==> config.mk <==
export PLATFORM = sky130hd
export DESIGN_NAME = palette_indexer_nibble_packer
export DESIGN_NICKNAME = d
export VERILOG_FILES = /design/src/rtl/pin_pkg.sv /design/src/rtl/pin_cmd_fifo.sv /design/src/rtl/pin_front.sv /design/src/rtl/pin_back.sv /design/src/rtl/palette_indexer_nibble_packer.sv
export VERILOG_INCLUDE_DIRS = /design/src /design/src/rtl
export SDC_FILE = /design/constraint.sdc
export NUM_CORES = 1
export LEC_CHECK = 0
export BUFFER_PORTS_ARGS = -buffer_cell sky130_fd_sc_hd__buf_2
export CORE_MARGIN = 2
export CORE_UTILIZATION = 68
export CTS_BUF_LIST = sky130_fd_sc_hd__clkbuf_16
export DETAILED_ROUTE_END_ITERATION = 6
export PLACE_DENSITY = 0.93
export SLEW_MARGIN = 20
export SYNTH_ARGS = -nofsm -noshare
export SYNTH_HDL_FRONTEND = slang
export SYNTH_SLANG_ARGS = --single-unit
==> constraint.sdc <==
create_clock -name clk -period 12.9 [get_ports clk]
set_input_delay 0.645 -clock clk [delete_from_list [all_inputs] [get_ports clk]]
set_output_delay 0.645 -clock clk [all_outputs]
set_load 0.01 [all_outputs]
==> src/rtl/palette_indexer_nibble_packer_defines.svh <==
// assertion macros shared by the palette indexer rtl
// no dependencies; the including module must have clk and rst_n in scope
`ifndef PALETTE_INDEXER_NIBBLE_PACKER_DEFINES_SVH
`define PALETTE_INDEXER_NIBBLE_PACKER_DEFINES_SVH

// same-cycle implication, disabled during reset
`define PIN_ASSERT_IMPL(label, ante, cons, msg) \
    label: assert property (@(posedge clk) disable iff (!rst_n) (ante) |-> (cons)) \
        else $error(msg);

// next-cycle implication, disabled during reset
`define PIN_ASSERT_NEXT(label, ante, cons, msg) \
    label: assert property (@(posedge clk) disable iff (!rst_n) (ante) |=> (cons)) \
        else $error(msg);

`endif

==> src/rtl/pin_pkg.sv <==
// shared types and constants for the palette indexer / nibble packer
// no dependencies
package pin_pkg;

    localparam int NIB_W   = 4;
    localparam int CNT_W   = 5;
    localparam int BYTE_W  = 8;
    localparam int COLOR_W = 24;

    // result kind codes
    localparam logic [1:0] KIND_INDEX   = 2'd0;
    localparam logic [1:0] KIND_COUNT   = 2'd1;
    localparam logic [1:0] KIND_PALETTE = 2'd2;
    localparam logic [1:0] KIND_ERROR   = 2'd3;

    typedef struct packed {
        logic [BYTE_W-1:0] red;
        logic [BYTE_W-1:0] green;
        logic [BYTE_W-1:0] blue;
        logic              image_end;
    } pixel_t;

    typedef struct packed {
        logic [BYTE_W-1:0] out_byte;
        logic [1:0]        kind;
        logic              end_of_run;
    } result_t;

    typedef enum logic {
        CMD_EMIT,
        CMD_DUMP
    } cmd_op_t;

    // emit: one result as given; dump: data byte, then count and palette
    typedef struct packed {
        cmd_op_t           op;
        logic [BYTE_W-1:0] data;
        logic [1:0]        kind;
        logic              end_of_run;
        logic [CNT_W-1:0]  count;
    } cmd_t;

endpackage

==> src/rtl/pin_cmd_fifo.sv <==
// two-entry command queue between front and back end
// depends on pin_pkg
module pin_cmd_fifo (
    input  logic          clk,
    input  logic          rst_n,
    input  logic          push,
    input  pin_pkg::cmd_t push_cmd,
    input  logic          pop,
    output pin_pkg::cmd_t head,
    output logic          full,
    output logic          empty
);

    pin_pkg::cmd_t entry_reg [2];
    logic       wr_ptr_reg;
    logic       rd_ptr_reg;
    logic [1:0] fill_reg;
    logic [1:0] fill_next;

    assign full  = (fill_reg == 2'd2);
    assign empty = (fill_reg == 2'd0);
    assign head  = entry_reg[rd_ptr_reg];

    always_comb
    begin
        fill_next = fill_reg;
        if (push && !pop)
        begin
            fill_next = fill_reg + 2'd1;
        end
        else if (pop && !push)
        begin
            fill_next = fill_reg - 2'd1;
        end
    end

    always_ff @(posedge clk or negedge rst_n)
    begin
        if (!rst_n)
        begin
            wr_ptr_reg <= 1'b0;
            rd_ptr_reg <= 1'b0;
            fill_reg   <= 2'd0;
        end
        else
        begin
            if (push)
            begin
                wr_ptr_reg <= !wr_ptr_reg;
            end
            if (pop)
            begin
                rd_ptr_reg <= !rd_ptr_reg;
            end
            fill_reg <= fill_next;
        end
    end

    always_ff @(posedge clk)
    begin
        if (push)
        begin
            entry_reg[wr_ptr_reg] <= push_cmd;
        end
    end

endmodule

==> src/rtl/pin_front.sv <==
// front end: palette match, append, nibble pairing, command issue
// depends on pin_pkg
module pin_front #(
    parameter int PALETTE_DEPTH = 16
) (
    input  logic                              clk,
    input  logic                              rst_n,
    input  pin_pkg::pixel_t                   pixel,
    input  logic                              pixel_valid,
    output logic                              pixel_ready,
    output logic                              cmd_push,
    output pin_pkg::cmd_t                     cmd,
    input  logic                              queue_full,
    input  logic                              dump_done,
    input  logic [$clog2(PALETTE_DEPTH)-1:0]  rd_idx,
    output logic [pin_pkg::COLOR_W-1:0]       rd_color
);

    localparam int IDX_W = $clog2(PALETTE_DEPTH);

    logic [pin_pkg::COLOR_W-1:0] table_reg [PALETTE_DEPTH];
    logic [pin_pkg::CNT_W-1:0]   count_reg,    count_next;
    logic [pin_pkg::NIB_W-1:0]   held_reg,     held_next;
    logic                        pending_reg,  pending_next;
    logic                        overflow_reg, overflow_next;
    logic                        wait_reg,     wait_next;

    logic [pin_pkg::COLOR_W-1:0] color;
    logic                        accept;
    logic                        hit;
    logic [pin_pkg::NIB_W-1:0]   hit_idx;
    logic [pin_pkg::NIB_W-1:0]   idx;
    logic                        table_full;
    logic                        wr_en;
    logic [pin_pkg::CNT_W-1:0]   count_after;

    assign color       = {pixel.red, pixel.green, pixel.blue};
    assign pixel_ready = !queue_full && !wait_reg;
    assign accept      = pixel_valid && pixel_ready;
    assign rd_color    = table_reg[rd_idx];
    assign table_full  = (count_reg == pin_pkg::CNT_W'(PALETTE_DEPTH));

    // parallel compare, lowest matching entry wins
    always_comb
    begin
        hit     = 1'b0;
        hit_idx = '0;
        for (int i = PALETTE_DEPTH - 1; i >= 0; i--)
        begin
            if ((pin_pkg::CNT_W'(i) < count_reg) && (table_reg[i] == color))
            begin
                hit     = 1'b1;
                hit_idx = pin_pkg::NIB_W'(i);
            end
        end
    end

    assign idx         = hit ? hit_idx : count_reg[pin_pkg::NIB_W-1:0];
    assign count_after = hit ? count_reg : count_reg + pin_pkg::CNT_W'(1);

    always_comb
    begin
        count_next    = count_reg;
        held_next     = held_reg;
        pending_next  = pending_reg;
        overflow_next = overflow_reg;
        wait_next     = wait_reg;
        wr_en         = 1'b0;
        cmd_push      = 1'b0;
        cmd           = '0;
        cmd.op        = pin_pkg::CMD_EMIT;

        if (dump_done)
        begin
            wait_next = 1'b0;
        end

        if (accept)
        begin
            if (overflow_reg)
            begin
                // dropping pixels until the image ends
                if (pixel.image_end)
                begin
                    overflow_next = 1'b0;
                    count_next    = '0;
                    held_next     = '0;
                    pending_next  = 1'b0;
                end
            end
            else if (!hit && table_full)
            begin
                cmd_push       = 1'b1;
                cmd.kind       = pin_pkg::KIND_ERROR;
                cmd.end_of_run = 1'b1;
                if (pixel.image_end)
                begin
                    count_next   = '0;
                    held_next    = '0;
                    pending_next = 1'b0;
                end
                else
                begin
                    overflow_next = 1'b1;
                end
            end
            else
            begin
                wr_en      = !hit;
                count_next = count_after;
                if (pixel.image_end)
                begin
                    // pair byte or flushed odd nibble, then the trailer
                    cmd_push     = 1'b1;
                    cmd.op       = pin_pkg::CMD_DUMP;
                    cmd.kind     = pin_pkg::KIND_INDEX;
                    cmd.data     = pending_reg ? {held_reg, idx}
                                               : {idx, pin_pkg::NIB_W'(0)};
                    cmd.count    = count_after;
                    count_next   = '0;
                    held_next    = '0;
                    pending_next = 1'b0;
                    wait_next    = 1'b1;
                end
                else if (pending_reg)
                begin
                    cmd_push       = 1'b1;
                    cmd.kind       = pin_pkg::KIND_INDEX;
                    cmd.data       = {held_reg, idx};
                    cmd.end_of_run = 1'b1;
                    held_next      = '0;
                    pending_next   = 1'b0;
                end
                else
                begin
                    held_next    = idx;
                    pending_next = 1'b1;
                end
            end
        end
    end

    always_ff @(posedge clk or negedge rst_n)
    begin
        if (!rst_n)
        begin
            count_reg    <= '0;
            held_reg     <= '0;
            pending_reg  <= 1'b0;
            overflow_reg <= 1'b0;
            wait_reg     <= 1'b0;
        end
        else
        begin
            count_reg    <= count_next;
            held_reg     <= held_next;
            pending_reg  <= pending_next;
            overflow_reg <= overflow_next;
            wait_reg     <= wait_next;
        end
    end

    always_ff @(posedge clk)
    begin
        if (wr_en)
        begin
            table_reg[count_reg[IDX_W-1:0]] <= color;
        end
    end

endmodule

==> src/rtl/pin_back.sv <==
// back end: executes queued commands and sequences the palette trailer
// depends on pin_pkg
module pin_back #(
    parameter int PALETTE_DEPTH = 16
) (
    input  logic                              clk,
    input  logic                              rst_n,
    input  pin_pkg::cmd_t                     cmd,
    input  logic                              queue_empty,
    output logic                              cmd_pop,
    output logic [$clog2(PALETTE_DEPTH)-1:0]  rd_idx,
    input  logic [pin_pkg::COLOR_W-1:0]       rd_color,
    output logic                              dump_done,
    output pin_pkg::result_t                  result,
    output logic                              result_valid,
    input  logic                              result_ready
);

    localparam int IDX_W = $clog2(PALETTE_DEPTH);

    typedef enum logic [1:0] {
        S_IDLE,
        S_COUNT,
        S_PAL
    } state_t;

    state_t                    state_reg,  state_next;
    logic [pin_pkg::CNT_W-1:0] cnt_reg,    cnt_next;
    logic [IDX_W-1:0]          entry_reg,  entry_next;
    logic [1:0]                comp_reg,   comp_next;
    pin_pkg::result_t          result_reg, result_next;
    logic                      valid_reg,  valid_next;

    logic                      advance;
    logic                      last_byte;
    logic [pin_pkg::BYTE_W-1:0] comp_byte;

    assign advance      = !valid_reg || result_ready;
    assign rd_idx       = entry_reg;
    assign result       = result_reg;
    assign result_valid = valid_reg;
    assign last_byte    = (comp_reg == 2'd2)
                       && (pin_pkg::CNT_W'(entry_reg) == cnt_reg - pin_pkg::CNT_W'(1));

    always_comb
    begin
        unique case (comp_reg)
            2'd0:    comp_byte = rd_color[23:16];
            2'd1:    comp_byte = rd_color[15:8];
            default: comp_byte = rd_color[7:0];
        endcase
    end

    always_comb
    begin
        state_next  = state_reg;
        cnt_next    = cnt_reg;
        entry_next  = entry_reg;
        comp_next   = comp_reg;
        result_next = result_reg;
        valid_next  = valid_reg && !result_ready;
        cmd_pop     = 1'b0;
        dump_done   = 1'b0;

        if (advance)
        begin
            unique case (state_reg)
                S_IDLE:
                begin
                    if (!queue_empty)
                    begin
                        cmd_pop                = 1'b1;
                        valid_next             = 1'b1;
                        result_next.out_byte   = cmd.data;
                        result_next.kind       = cmd.kind;
                        result_next.end_of_run = cmd.end_of_run;
                        if (cmd.op == pin_pkg::CMD_DUMP)
                        begin
                            state_next = S_COUNT;
                            cnt_next   = cmd.count;
                        end
                    end
                end
                S_COUNT:
                begin
                    valid_next             = 1'b1;
                    result_next.out_byte   = pin_pkg::BYTE_W'(cnt_reg);
                    result_next.kind       = pin_pkg::KIND_COUNT;
                    result_next.end_of_run = 1'b0;
                    entry_next             = '0;
                    comp_next              = 2'd0;
                    state_next             = S_PAL;
                end
                S_PAL:
                begin
                    valid_next             = 1'b1;
                    result_next.out_byte   = comp_byte;
                    result_next.kind       = pin_pkg::KIND_PALETTE;
                    result_next.end_of_run = last_byte;
                    if (comp_reg == 2'd2)
                    begin
                        comp_next  = 2'd0;
                        entry_next = entry_reg + IDX_W'(1);
                    end
                    else
                    begin
                        comp_next = comp_reg + 2'd1;
                    end
                    if (last_byte)
                    begin
                        dump_done  = 1'b1;
                        entry_next = '0;
                        state_next = S_IDLE;
                    end
                end
                default:
                begin
                    state_next = S_IDLE;
                end
            endcase
        end
    end

    always_ff @(posedge clk or negedge rst_n)
    begin
        if (!rst_n)
        begin
            state_reg  <= S_IDLE;
            cnt_reg    <= '0;
            entry_reg  <= '0;
            comp_reg   <= 2'd0;
            result_reg <= '0;
            valid_reg  <= 1'b0;
        end
        else
        begin
            state_reg  <= state_next;
            cnt_reg    <= cnt_next;
            entry_reg  <= entry_next;
            comp_reg   <= comp_next;
            result_reg <= result_next;
            valid_reg  <= valid_next;
        end
    end

endmodule

==> src/rtl/palette_indexer_nibble_packer.sv <==
// top level of the 4-bit palette indexer and nibble packer
// depends on pin_pkg, pin_front, pin_cmd_fifo, pin_back and the defines header

// Takes one RGB pixel per transaction in raster order and returns a stream of
// byte transactions: packed 4-bit palette indices (first pixel in the high
// nibble), and on the pixel flagged image_end the last index byte (an odd
// nibble flushed in the high half), a color count byte and red, green, blue for
// every palette entry; the palette is then empty for the next image. A color
// beyond PALETTE_DEPTH gives a single error transaction, after which pixels are
// dropped up to and including the end of the image. A pixel is taken every
// cycle as long as the two-entry command queue has room; an emit command gives
// one result byte, while the dump command of the last pixel of an image makes
// the back end emit the index byte, a count byte and three bytes per palette
// entry, and no new pixel is taken until the last palette byte has been loaded
// into the output register, because the trailer is read out of the same palette
// registers that the next image would overwrite. Result channel stalls hold the
// back end and back up through the queue to pixel_ready.
`include "palette_indexer_nibble_packer_defines.svh"

module palette_indexer_nibble_packer #(
    parameter int PALETTE_DEPTH = 16
) (
    input  logic             clk,
    input  logic             rst_n,
    input  pin_pkg::pixel_t  pixel,
    input  logic             pixel_valid,
    output logic             pixel_ready,
    output pin_pkg::result_t result,
    output logic             result_valid,
    input  logic             result_ready
);

    localparam int IDX_W = $clog2(PALETTE_DEPTH);

    // front end to queue
    pin_pkg::cmd_t cmd_in;
    logic          cmd_push;
    logic          queue_full;

    // queue to back end
    pin_pkg::cmd_t cmd_head;
    logic          cmd_pop;
    logic          queue_empty;

    // palette readout for the trailer, and its completion
    logic [IDX_W-1:0]            rd_idx;
    logic [pin_pkg::COLOR_W-1:0] rd_color;
    logic                        dump_done;

    pin_front #(
        .PALETTE_DEPTH (PALETTE_DEPTH)
    ) u_front (
        .clk         (clk),
        .rst_n       (rst_n),
        .pixel       (pixel),
        .pixel_valid (pixel_valid),
        .pixel_ready (pixel_ready),
        .cmd_push    (cmd_push),
        .cmd         (cmd_in),
        .queue_full  (queue_full),
        .dump_done   (dump_done),
        .rd_idx      (rd_idx),
        .rd_color    (rd_color)
    );

    pin_cmd_fifo u_queue (
        .clk      (clk),
        .rst_n    (rst_n),
        .push     (cmd_push),
        .push_cmd (cmd_in),
        .pop      (cmd_pop),
        .head     (cmd_head),
        .full     (queue_full),
        .empty    (queue_empty)
    );

    pin_back #(
        .PALETTE_DEPTH (PALETTE_DEPTH)
    ) u_back (
        .clk          (clk),
        .rst_n        (rst_n),
        .cmd          (cmd_head),
        .queue_empty  (queue_empty),
        .cmd_pop      (cmd_pop),
        .rd_idx       (rd_idx),
        .rd_color     (rd_color),
        .dump_done    (dump_done),
        .result       (result),
        .result_valid (result_valid),
        .result_ready (result_ready)
    );

    // queue must never overflow or underflow
    `PIN_ASSERT_IMPL(a_push_not_full, cmd_push, !queue_full, "command pushed into full queue")
    `PIN_ASSERT_IMPL(a_pop_not_empty, cmd_pop, !queue_empty, "command popped from empty queue")
    // a trailer always covers at least the color of the last pixel
    `PIN_ASSERT_IMPL(a_dump_count, cmd_push && (cmd_in.op == pin_pkg::CMD_DUMP),
                     (cmd_in.count != '0) && (cmd_in.end_of_run == 1'b0),
                     "trailer command with empty palette")
    // front end holds off pixels while a trailer is being read out
    `PIN_ASSERT_NEXT(a_dump_blocks, cmd_push && (cmd_in.op == pin_pkg::CMD_DUMP),
                     !pixel_ready, "pixel accepted during palette readout")

endmodule

; ---- Word-level counts from Yosys, hierarchy flattened
; Memory sizes are Yosys's and may differ from the RTL's.
; Index checks and enable logic that the tools add are counted.
[classes]
n_lt_le_gt_ge = 16
eq_ne = 27
reduce_logical = 45
div = 0
bitwise_logic = 1
n_mul = 0
add_sub_neg = 6
shifts = 0
muxes = 102
[ops]
columns = cell, count
row1 = 24-bit == test, 16
row2 = 4-bit two-way mux, 24
row3 = 1-bit two-way mux, 51
row4 = 4-bit by 5-bit less-than comparator with 1-bit output (first input constant), 8
row5 = 5-bit two-way mux, 7
row6 = 17-bit two-way mux, 2
row7 = 11-bit one-hot mux with 3 select lines, 1
row8 = 1-bit logical AND, 23
row9 = 11-bit two-way mux, 2
row10 = 3-bit by 5-bit less-than comparator with 1-bit output (first input constant), 4
row11 = 8-bit one-hot mux with 2 select lines, 1
row12 = 2-bit two-way mux, 6
row13 = 1-bit by 5-bit less-than comparator with 1-bit output (first input constant), 2
row14 = 2-bit by 5-bit less-than comparator with 1-bit output (first input constant), 2
row15 = 10-bit two-way mux, 1
row16 = 1-bit logical NOT, 9
row17 = 9-bit two-way mux, 1
row18 = 8-bit two-way mux, 1
row19 = 4-bit one-hot mux with 2 select lines, 1
row20 = 4-bit AND reduction, 2
row21 = 2-bit == test (second input constant), 3
row22 = 2-bit logical NOT, 3
row23 = 2-bit one-hot mux with 3 select lines, 1
row24 = 3-bit AND reduction, 2
row25 = 20 further kinds, 24
[word_totals]
latch_bits = 0
mem_bits_rw = 418
out_inout_bits = 13
ff_bits = 41
mem_bits_ro = 0
elab_cells = 215
n_memories = 2
[mem_list]
columns = memory, words, width, rd, rd_ports_with_merged_regs, wr, line
row1 = u_front.table_reg, 16, 24, 17, 0, 1, pin_front.sv:21  ; logic [pin_pkg::COLOR_W-1:0] table_reg [PALETTE_DEPTH];
row2 = u_queue.entry_reg, 2, 17, 1, 0, 1, pin_cmd_fifo.sv:14  ; pin_pkg::cmd_t entry_reg [2];

; ---- Depth between registers and ports, before layout
[logic_depth]
ltp_word = 27
mapped_depth = 14
mapped_depth_nobuf = 12

; ---- Modules after synthesis
; From an unflattened synthesis, not the netlist that was laid out.
[hier_totals]
hier_cells = 1672
area_unflattened_um2 = 24129.4
[by_module_without_submodules]
columns = mod, n_inst, area_per_inst_um2, seq_area_each_um2, cells_per_inst
row1 = pin_front, 1, 21100.2, 11831.3, 1435
row2 = pin_back, 1, 1565.3, 625.6, 168
row3 = pin_cmd_fifo, 1, 1463.9, 1121.1, 69

; ---- Worst setup path before layout
; No wires, ideal clock.
[synth_path]
path_kind = in2reg
from = in pixel[20] (netlist bit)
to = mem u_front.table_reg[2][0] (netlist bit), enable pin
setup_slack_ns = 8.210
t_required_ns = 12.465
setup_ns = 0.435
t_arrival_ns = 4.255
path_stages = 11
n_path_buf = 2
cell_sequence = buf_2 -> buf_4 -> xor2_1 -> nor4_1 -> nand4_1 -> nor2_1 -> nor4_1 -> nand4_1 -> nor3_2 -> nand2_1 -> nor3_1
[synth_between]
elab_chain_len = 25
word_cells_on_any_way = 55
[synth_lines]
columns = element, line
row1 = start: declaration, palette_indexer_nibble_packer.sv:25  ; input pin_pkg::pixel_t pixel,
row2 = 24-bit == test, pin_front.sv:50  ; if ((pin_pkg::CNT_W'(i) < count_reg) && (table_reg[i] == color))
row3 = 1-bit logical AND, pin_front.sv:50
row4 = 1-bit two-way mux (15 in series), pin_front.sv:50
row5 = 1-bit two-way mux (*), pin_front.sv:50
row6 = 1-bit logical NOT (*), "pin_front.sv:91, pin_front.sv:109"
row7 = 1-bit logical AND, pin_front.sv:91  ; else if (!hit && table_full)
row8 = 1-bit two-way mux (*), pin_front.sv:91
row9 = 1-bit two-way mux (*), pin_front.sv:80  ; if (overflow_reg)
row10 = 1-bit two-way mux (*), pin_front.sv:78  ; if (accept)
row11 = 1-bit two-way mux (*), pin_front.sv:165  ; if (wr_en)
row12 = 1-bit two-way mux (implied by the code) (*), pin_front.sv:167  ; table_reg[count_reg[IDX_W-1:0]] <= color;
row13 = end: declaration, pin_front.sv:21
; Every way passes the cells marked *; elsewhere a longest branch is shown, timed or not.

; ---- Worst setup path after layout
[layout_path]
from = reg u_back.entry_reg[0] (netlist: u_back.rd_idx[0])
to = reg u_back.result_reg, in the netlist u_back.result[5]
[layout_between]
elab_chain_len = 3
[layout_lines]
columns = element, line
row1 = start: declaration, pin_back.sv:29  ; logic [IDX_W-1:0] entry_reg, entry_next;
row2 = start signal: assignment, pin_back.sv:139  ; entry_reg <= entry_next;
row3 = memory read 16 x 24 bit, n/a
row4 = 8-bit one-hot mux with 2 select lines, pin_back.sv:47  ; unique case (comp_reg)
row5 = 11-bit one-hot mux with 3 select lines, pin_back.sv:67  ; unique case (state_reg)
row6 = end signal: assignment, pin_back.sv:141  ; result_reg <= result_next;
row7 = end: declaration, pin_back.sv:31  ; pin_pkg::result_t result_reg, result_next;
; No other way between the ends.
; A chain may end at the register's enable or synchronous reset.

==> flow_metrics.env <==
export IMPL_status="finished clean"
export IMPL_min_period_over_period_pct=38.1
export IMPL_cpMostUsedCell="o21ai_0"
export IMPL_critical_path_startpoint="u_back.rd_idx[0]"
export IMPL_grt_start_max_net_pins=63
export IMPL_drc_errors=0
export IMPL_postRouteAntennaNets=0
export IMPL_cp_top_family="multiplexers"
export IMPL_p_total_uw=4590
export IMPL_yosys_cell_types_count=73
export IMPL_wirelength_microns=74300
export IMPL_timing_rr_start="u_back.rd_idx[0]"
export IMPL_grt_total_usage_pct=41.2
export IMPL_ys_ff_latch=457
export IMPL_synthMuxAreaShare_pct=12.4
export IMPL_grt_pass1_wl_microns=107000
export IMPL_worstPathMaxFanout=46
export IMPL_clk_path_buf_depth=3
export IMPL_fin_nets=1759
export IMPL_start_util_pct=68.4
export IMPL_avgRoutedWirePerCell_microns=33.5
export IMPL_fmax_mhz=203
export IMPL_die_area_sq_mm=0.0371
export IMPL_syn_to_final_growth_pct=8.23
export IMPL_routed_via_density=7.33
export IMPL_clk_pin_slew_ps=60
export IMPL_cts_hold_buffers_added=0
export IMPL_fp_dieH_microns=193
export IMPL_synth_compound_gate_area_share_pct=3.13
export IMPL_crit_path_end_kind="register"
export IMPL_gr_total_overflow=0
export IMPL_place_congestion=1.11
export IMPL_layout_drive_gt1_share_pct=17.2
export IMPL_critPathArrivalTime_ps=5360
export IMPL_clock_sinks=457
export IMPL_drt_initial_drc_count=2532
export IMPL_yosys_area_share_simple_pct=10.7
export IMPL_crit_slowest_cell="buf_4"
export IMPL_cp_num_buf_inv=2
export IMPL_maxSlewViolCount=0
export IMPL_cp_start_kind="register"
export IMPL_grt_pass1_vias=15600
export IMPL_ys_warnings_count=0
export IMPL_rsz0062_at_grt="no"
export IMPL_ctsRootBufferMaster="clkbuf_16"
export IMPL_min_path_type="input port to async pin"
export IMPL_dp_hpwl_microns=51500
export IMPL_fp_row_count=69
export IMPL_postCtsSetupBuffers=0
export IMPL_synth_top_family_by_area="XOR/XNOR gates"
export IMPL_ir_worst_vdd_uv=146
export IMPL_synth_edf_count=416
export IMPL_slew_headroom_pct=22.5
export IMPL_p_per_area_mw_per_mm2=176
export IMPL_p_leak_uw=0.00855
export IMPL_syn_inst=1706
export IMPL_synth_area_per_cell_sq_um=14.2
export IMPL_num_vias=16200
export IMPL_ys_seq_area_share_pct=55.9
export IMPL_ios=42
export IMPL_synthArstFlopShare_pct=8.97
export IMPL_setup_tns_ps=0
export IMPL_clkLatencyLatePin_ps=610
export IMPL_antenna_found_initial=5
export IMPL_whs_ps=178
export IMPL_cts_tree="built"
export IMPL_port_buffers=41
export IMPL_synthAdderAreaFrac_pct=0.570
export IMPL_worstPathCellList="buf_4 -> buf_4 -> mux4_2 -> mux4_2 -> mux2i_1 -> o21ai_0 -> a22oi_1 -> nand2_1 -> o21ai_0 -> o21ai_0"
export IMPL_synth_xor_area_share_pct=14.5
export IMPL_crit_path_max_incr_delay_ps=890
export IMPL_numCtsBuffers=46
export IMPL_yosys_most_used_dff="edfxtp_1"
export IMPL_first_pass_iters=5
export IMPL_synth_fp_nets=1746
export IMPL_crit_required_ps=13340
export IMPL_nFillCells=2178
export IMPL_cap_violations=0
export IMPL_die_width_microns=193
export IMPL_path_class="register to register"
export IMPL_core_area_sq_mm=0.0353
export IMPL_layout_min_cycle_time_ps=4920
export IMPL_setup_violations=0
export IMPL_htree_levels=2
export IMPL_worstMarginPinSlew_ps=1150
export IMPL_syn_area_sq_mm=0.0242
export IMPL_fin_skew_ps=29.0
export IMPL_ctsResizeCount=0
export IMPL_hold_viol=0
export IMPL_largest_reg_flops=384
metal layers:
| metal | share of wire [%] | track usage [%] |
|---|---|---|
| met1 | 35 | 53.7 |
| met2 | 45 | 61.8 |
| met3 | 14 | 13.4 |
| met4 | 6.6 | 22.2 |
| met5 | 0.18 | 2.20 |
kinds of logic (layout without fill, tap and decap cells):
group / count (synthesis) / in the layout
buf+inv: 109 / 158
flops: 457 / 457
simple gates: 463 / 463
other cells: 0 / 1
fa+ha+maj: 11 / 11
xor+xnor: 399 / 399
mux: 148 / 148
compound gates: 119 / 119
where the power goes:
part / switching (uW) / total (uW) / internal [uW]
clock network: 595 / 1450 / 853
registers: 122 / 1810 / 1690
logic: 793 / 1330 / 540
placed cells by master (no fill, tap or decap), drive strengths merged, types with 4 or more instances in the layout:
cell and instances:
a211oi 5, a21oi 32, a22oi 9, a311oi 4
a31oi 7, and2 4, and3 10, buf 64
bufinv 10, clkbuf 46, clkinv 14, dfrtp 41
edfxtp 416, ha 11, inv 22, mux2 7
mux2i 21, mux4 120, nand2 89, nand2b 15
nand3 18, nand3b 6, nand4 73, nand4b 4
nor2 87, nor2b 8, nor3 18, nor4 85
nor4b 6, o21ai 38, o22ai 4, o31ai 4
or3 6, or3b 6, or4 11, or4b 4
xnor2 168, xor2 231
synth_stat cells (all sizes together), types with 8 or more instances:
library cell | number | area [sq um]
buf | 68 | 517
mux2i | 21 | 210
nand3 | 18 | 90.1
nand2 | 89 | 339
xnor2 | 168 | 1470
nand4 | 73 | 457
edfxtp | 416 | 12500
and3 | 10 | 62.6
mux4 | 120 | 2700
a21oi | 32 | 171
nor3 | 18 | 100
nor4 | 85 | 568
nand2b | 15 | 101
xor2 | 231 | 2020
a22oi | 9 | 67.6
inv | 10 | 37.5
dfrtp | 41 | 1030
ha | 11 | 138
o21ai | 38 | 190
nor2 | 87 | 334
nor2b | 8 | 50.1
or4 | 11 | 82.6
clkbuf | 31 | 116
area by class of cell:
class / count / area (sq um) / area share, %
antenna: 1 / 2.50 / 0.00957
clock buffer: 46 / 1150 / 4.40
clock inverter: 38 / 453 / 1.73
inverter: 10 / 37.5 / 0.144
multi-input combinational: 1140 / 10000 / 38.3
sequential: 457 / 13500 / 51.7
tap: 461 / 577 / 2.21
timing repair buffer: 64 / 378 / 1.44
stage by stage:
step                      worst slack (ps)  cell area (sq um)  instances  util [%]
after floorplan                       8210              24200       1706         -
after global placement                7960              24500       2132      69.5
after detailed placement              7930              24500       2132      69.5
after CTS                             8030              26200       2216      74.1
after global routing                  7720              26200       2217      74.1
final                                 7980              26200       2217      74.1
worst paths after layout:
path	endpoint	slack, ps	cells after the start
setup / recovery	u_back.result[5]	7980	10
hold / removal	u_front.pending_reg	180	1
setup reg to reg	u_back.result[5]	7980	10
hold reg to reg	u_back.result[1]	480	2
max in group asynchronous	u_back.rd_idx[0]	11990	1
min in group clk	u_back.result_valid	420	3
Note: power is estimated with default switching activity, not from simulation.
